## src/rtl/assert_macros.svh

```systemverilog
// ----------------------------------------------------------------------------
// Assertion macros
// Shared concurrent assertion macros for the branch predictor RTL.
// ----------------------------------------------------------------------------
`ifndef ASSERT_MACROS_SVH
`define ASSERT_MACROS_SVH

`ifndef ASSERT_OFF
`define ASSERT_IMPLY(lbl, clk, rstn, ante, cons, msg) \
    lbl: assert property (@(posedge clk) disable iff (!rstn) (ante) |-> (cons)) else $error(msg);
`define ASSERT_NEXT(lbl, clk, rstn, ante, cons, msg) \
    lbl: assert property (@(posedge clk) disable iff (!rstn) (ante) |=> (cons)) else $error(msg);
`else
`define ASSERT_IMPLY(lbl, clk, rstn, ante, cons, msg)
`define ASSERT_NEXT(lbl, clk, rstn, ante, cons, msg)
`endif

`endif

```

## src/rtl/gbp_pkg.sv

```systemverilog
// ----------------------------------------------------------------------------
// gbp_pkg
// Types and constants shared by the gshare branch predictor modules.
// ----------------------------------------------------------------------------
package gbp_pkg;

    localparam int DEF_TABLE_ENTRIES = 4096;
    localparam int DEF_COUNTER_BITS  = 2;
    localparam int DEF_THREADS       = 4;

    localparam int PC_W       = 48;
    localparam int SNAP_W     = 12;
    localparam int THREAD_W   = 2;
    localparam int PC_SHIFT_W = 2;

    localparam logic [PC_SHIFT_W-1:0] PC_SHIFT_RST = 2'd2;

    typedef enum logic [1:0] {
        OP_LOOKUP      = 2'd0,
        OP_HIST_UPDATE = 2'd1,
        OP_SQUASH      = 2'd2,
        OP_TRAIN       = 2'd3
    } op_t;

    typedef struct packed {
        op_t                 opcode;
        logic [THREAD_W-1:0] thread;
        logic [PC_W-1:0]     pc;
        logic                taken;
        logic                uncond;
        logic                squashed;
        logic [SNAP_W-1:0]   snapshot_in;
    } req_t;

    typedef struct packed {
        logic              predict_taken;
        logic [SNAP_W-1:0] snapshot_out;
    } rsp_t;

endpackage

```

## src/rtl/gbp_history.sv

```systemverilog
// ----------------------------------------------------------------------------
// gbp_history
// Per-thread global history registers with one read and one write port.
// ----------------------------------------------------------------------------
module gbp_history #(
    parameter int THREADS   = gbp_pkg::DEF_THREADS,
    parameter int HIST_BITS = $clog2(gbp_pkg::DEF_TABLE_ENTRIES)
) (
    input  logic                          clk,
    input  logic                          rst_n,
    input  logic [gbp_pkg::THREAD_W-1:0]  rd_thread,
    output logic [HIST_BITS-1:0]          rd_hist,
    input  logic                          wr_en,
    input  logic [gbp_pkg::THREAD_W-1:0]  wr_thread,
    input  logic [HIST_BITS-1:0]          wr_hist
);

    logic [HIST_BITS-1:0] hist_reg  [THREADS];
    logic [HIST_BITS-1:0] hist_next [THREADS];

    // A thread number without a register reads as zero and drops writes.
    always_comb
    begin
        rd_hist = '0;
        for (int i = 0; i < THREADS; i++)
        begin
            hist_next[i] = hist_reg[i];
            if (int'(rd_thread) == i)
            begin
                rd_hist = hist_reg[i];
            end
            if (wr_en && int'(wr_thread) == i)
            begin
                hist_next[i] = wr_hist;
            end
        end
    end

    always_ff @(posedge clk or negedge rst_n)
    begin
        if (!rst_n)
        begin
            for (int i = 0; i < THREADS; i++)
            begin
                hist_reg[i] <= '0;
            end
        end
        else
        begin
            for (int i = 0; i < THREADS; i++)
            begin
                hist_reg[i] <= hist_next[i];
            end
        end
    end

endmodule

```

## config.mk

```make
export PLATFORM = sky130hd
export DESIGN_NAME = gbp_history
export DESIGN_NICKNAME = d
export VERILOG_FILES = /design/src/rtl/assert_macros.svh /design/src/rtl/gbp_pkg.sv /design/src/rtl/gbp_history.sv
export SDC_FILE = /design/constraint.sdc
export NUM_CORES = 1
export LEC_CHECK = 0
export ABC_AREA = 1
export BUFFER_PORTS_ARGS = -buffer_cell sky130_fd_sc_hd__buf_4
export CORE_MARGIN = 4
export CORE_UTILIZATION = 56
export CTS_CLUSTER_DIAMETER = 80
export DETAILED_ROUTE_END_ITERATION = 7
export GPL_TIMING_DRIVEN = 0
export PLACE_DENSITY = 0.82
export SYNTH_ARGS = -nofsm -noshare
export SYNTH_HDL_FRONTEND = slang
export SYNTH_SLANG_ARGS = --single-unit
```

## constraint.sdc

```tcl
create_clock -name clk -period 1 [get_ports clk]
set_input_delay 0.2 -clock clk [delete_from_list [all_inputs] [get_ports clk]]
set_output_delay 0.2 -clock clk [all_outputs]
set_load 0.02 [all_outputs]
```

==> metrics.md <==
| Metric | Value |
|---|---|
| Synth area leaders | `dfrtp_1 (58%), o21ai_0 (12%), nand2_1 (11%)` |
| Die area | `0.00477 mm2` |
| Area growth, synth to finish | `25.7%` |
| Post-route cell area | `0.00263 mm2` |
| GPL Wtd Cong | `0.833` |
| Crit Path Max Fanout | `2` |
| WP data arrival | `1.06 ns` |
| CTS tree | `built` |
| Failing checks | `negative setup slack` |
| Final Setup Violations | `12` |
| Pre-CTS WS | `-0.262 ns` |
| Root buffer cell | `clkbuf_8` |
| Static Leak | `1.30 nW` |
| DR iter-0 viols | `175` |
| EDFF count, synth | `0` |
| CTS Buf Count | `5` |
| Post-Synthesis Cells | `241` |
| Synth Flop Type | `dfrtp_1` |
| Worst rel slew slack | `60.7%` |
| Post-synth top area share | `57.5%` |
| Multi-input gate area | `764 um2` |
| Min cycle time layout | `1.26 ns` |
| IO Port Bufs | `28` |
| Status | `complete, but fails checks` |
| H-tree depth | `2` |
| First-pass GRT wire length | `8.96 mm` |
| Number of synthesized register bits | `48` |
| RSZ-0062 raised after global routing | `yes` |
| GRT overflow | `0` |
| Drt drc | `0` |
| Starting Density | `60.2%` |
| Average footprint of a synthesized cell | `8.66 um2` |
| Post-route ant nets | `0` |
| Vias per cell | `5.73` |
| Ant diodes | `0` |
| Slew @ Worst Pin | `0.590 ns` |
| Post-synth ARST share | `100%` |
| Startpoint types | `register` |
| Synth cell types | `12` |
| DR pass1 iterations | `5` |
| Required time of the critical path | `0.80 ns` |
| Mapped Area | `0.00209 mm2` |
| Via count | `1930` |
| Worst skew pair latency | `0.31 ns` |
| Max_cap viols | `0` |
| Register area | `0.00120 mm2` |
| Area after DPL | `0.00239 mm2` |
| Clock Skew | `0 ns` |
| Count of yosys warnings during synthesis | `0` |
| Largest net degree at the start of global routing | `49` |
| Kind of critical path | `register to output pin` |
| CP endpoint kind | `output pin` |
| Die W | `69.1 um` |
| Peak Freq | `792 MHz` |
| Area leader, netlist | `dfrtp_1` |
| Fillers | `282` |
| Die Ht | `69.1 um` |
| DP HPWL | `3.31 mm` |
| Max FFs per register | `48` |
| Initial antenna violation count | `0` |
| Fin. Hold Viols | `0` |
| Net Count, Synth | `260` |
| I/O Pins | `31` |
| HP Class | `input port to register` |
| PwrDens | `1840 mW/mm2` |
| Sequential area share after synthesis | `57.5%` |
| Final worst setup slack | `-0.262 ns` |
| Most frequent cell after synthesis | `nand2_1` |
| Gr usage total | `23.5%` |
| Total core area | `0.00347 mm2` |
| Final WL | `5.32 mm` |
| CTS Sinks | `48` |
| Tcrit/Tclk final | `126%` |
| Avg WL per Cell | `15.8 um` |
| Clock Path Buffers | `2` |
| Vias in the first global route | `1859` |
| Most frequent cells after synthesis | `nand2_1 (61), dfrtp_1 (48), o21ai_0 (48)` |
| Final Max Tran Viols | `0` |
| Share of cells above drive strength 1 | `23.4%` |
| # rows | `21` |
| Worst vdd ir | `0.00112 V` |
| Core Util, Final | `75.7%` |
| Clk pin slew, worst setup/hold paths | `0.09 ns` |
| Nets | `309` |
[through the flow]
| stage | setup TNS, ns | instances | total power [mW] | hold slack (ns) |
|---|---|---|---|---|
| 6_report | -2.88 | 337 | 4.82 | 0.193 |
| 5_1_grt | -3.44 | 337 | 5.08 | 0.207 |
| 4_1_cts | -2.88 | 329 | 4.74 | 0.200 |
| 3_5_place_dp | -10.43 | 315 | 3.32 | 0.244 |
| 3_3_place_gp | -9.17 | 315 | 3.29 | 0.243 |
| 2_1_floorplan | 0 | 241 | 2.95 | -0.0956 |
[worst max-delay path: stages (launching register included)]
cell and delay [ns]:
dfrtp_1 0.39, nand3_1 0.08, nand4_1 0.11, buf_4 0.17
[worst paths after layout]
check / startpoint / to / slack, ns / cells past startpoint
max: hist_reg[31]$_DFFE_PN0P_ / rd_hist[7] / -0.26 / 3
min: wr_hist[4] / hist_reg[28]$_DFFE_PN0P_ / 0.19 / 3
max reg2reg: hist_reg[11]$_DFFE_PN0P_ / hist_reg[11]$_DFFE_PN0P_ / 0.10 / 4
min reg2reg: hist_reg[8]$_DFFE_PN0P_ / hist_reg[8]$_DFFE_PN0P_ / 0.49 / 2
max in group asynchronous: rst_n / hist_reg[1]$_DFFE_PN0P_ / 0.16 / 2
min in group asynchronous: rst_n / hist_reg[36]$_DFFE_PN0P_ / 0.44 / 2
[cell usage in the layout (no fill, tap or decap)]
cell	instances
dfrtp_1	48
nand3b_1	2
buf_2	6
nand3_1	36
buf_4	40
nand4_1	12
bufinv_16	1
clkinvlp_4	1
inv_1	14
nor2_4	1
clkinv_2	1
o21ai_0	48
dlygate4sd3_1	1
clkbuf_2	6
nand3_2	1
nand2_1	61
buf_6	6
clkbuf_8	5
nor2_1	1
[metal layers]
layer	track usage, %	share of wire, %	up-vias
li1	-	-	907
met1	31.6	44	926
met2	37.4	47	84
met3	4.22	6.3	13
met5	0	0	-
met4	10.2	2.5	0
[cell families (layout without fill, tap and decap cells)]
group | count (synthesis) | count (layout) | synth area share, %
AOI/OAI and AO/OA | 48 | 48 | 11.5
buffers and inverters | 31 | 81 | 6.47
DFF | 48 | 48 | 57.5
and+or+nand+nor | 114 | 114 | 24.5
[final cells by class]
type                       count  area share (%)
sequential                    48            45.8
multi-input combinational    162            29.1
timing repair buffer          42            12.5
buffer                        17            4.15
clock buffer                   5            2.62
tap                           46            2.19
inverter                      14            2.00
clock inverter                 3            1.62
[where the power goes]
group / leakage [nW] / switching [mW] / internal [mW]
registers: 0.599 / 0.167 / 2.25
clock network: 0.0541 / 0.645 / 0.740
logic: 0.648 / 0.547 / 0.477
total: 1.30 / 1.36 / 3.46
[what timing repair did]
action	in CTS	in global routing
setup buffers	5	8
resized for setup	0	8
pin swaps	10	5
hold buffers	1	0
hold endpoints to repair	48	0
endpoints found under the setup margin	12	23
Power figures use the tool's default switching activity.
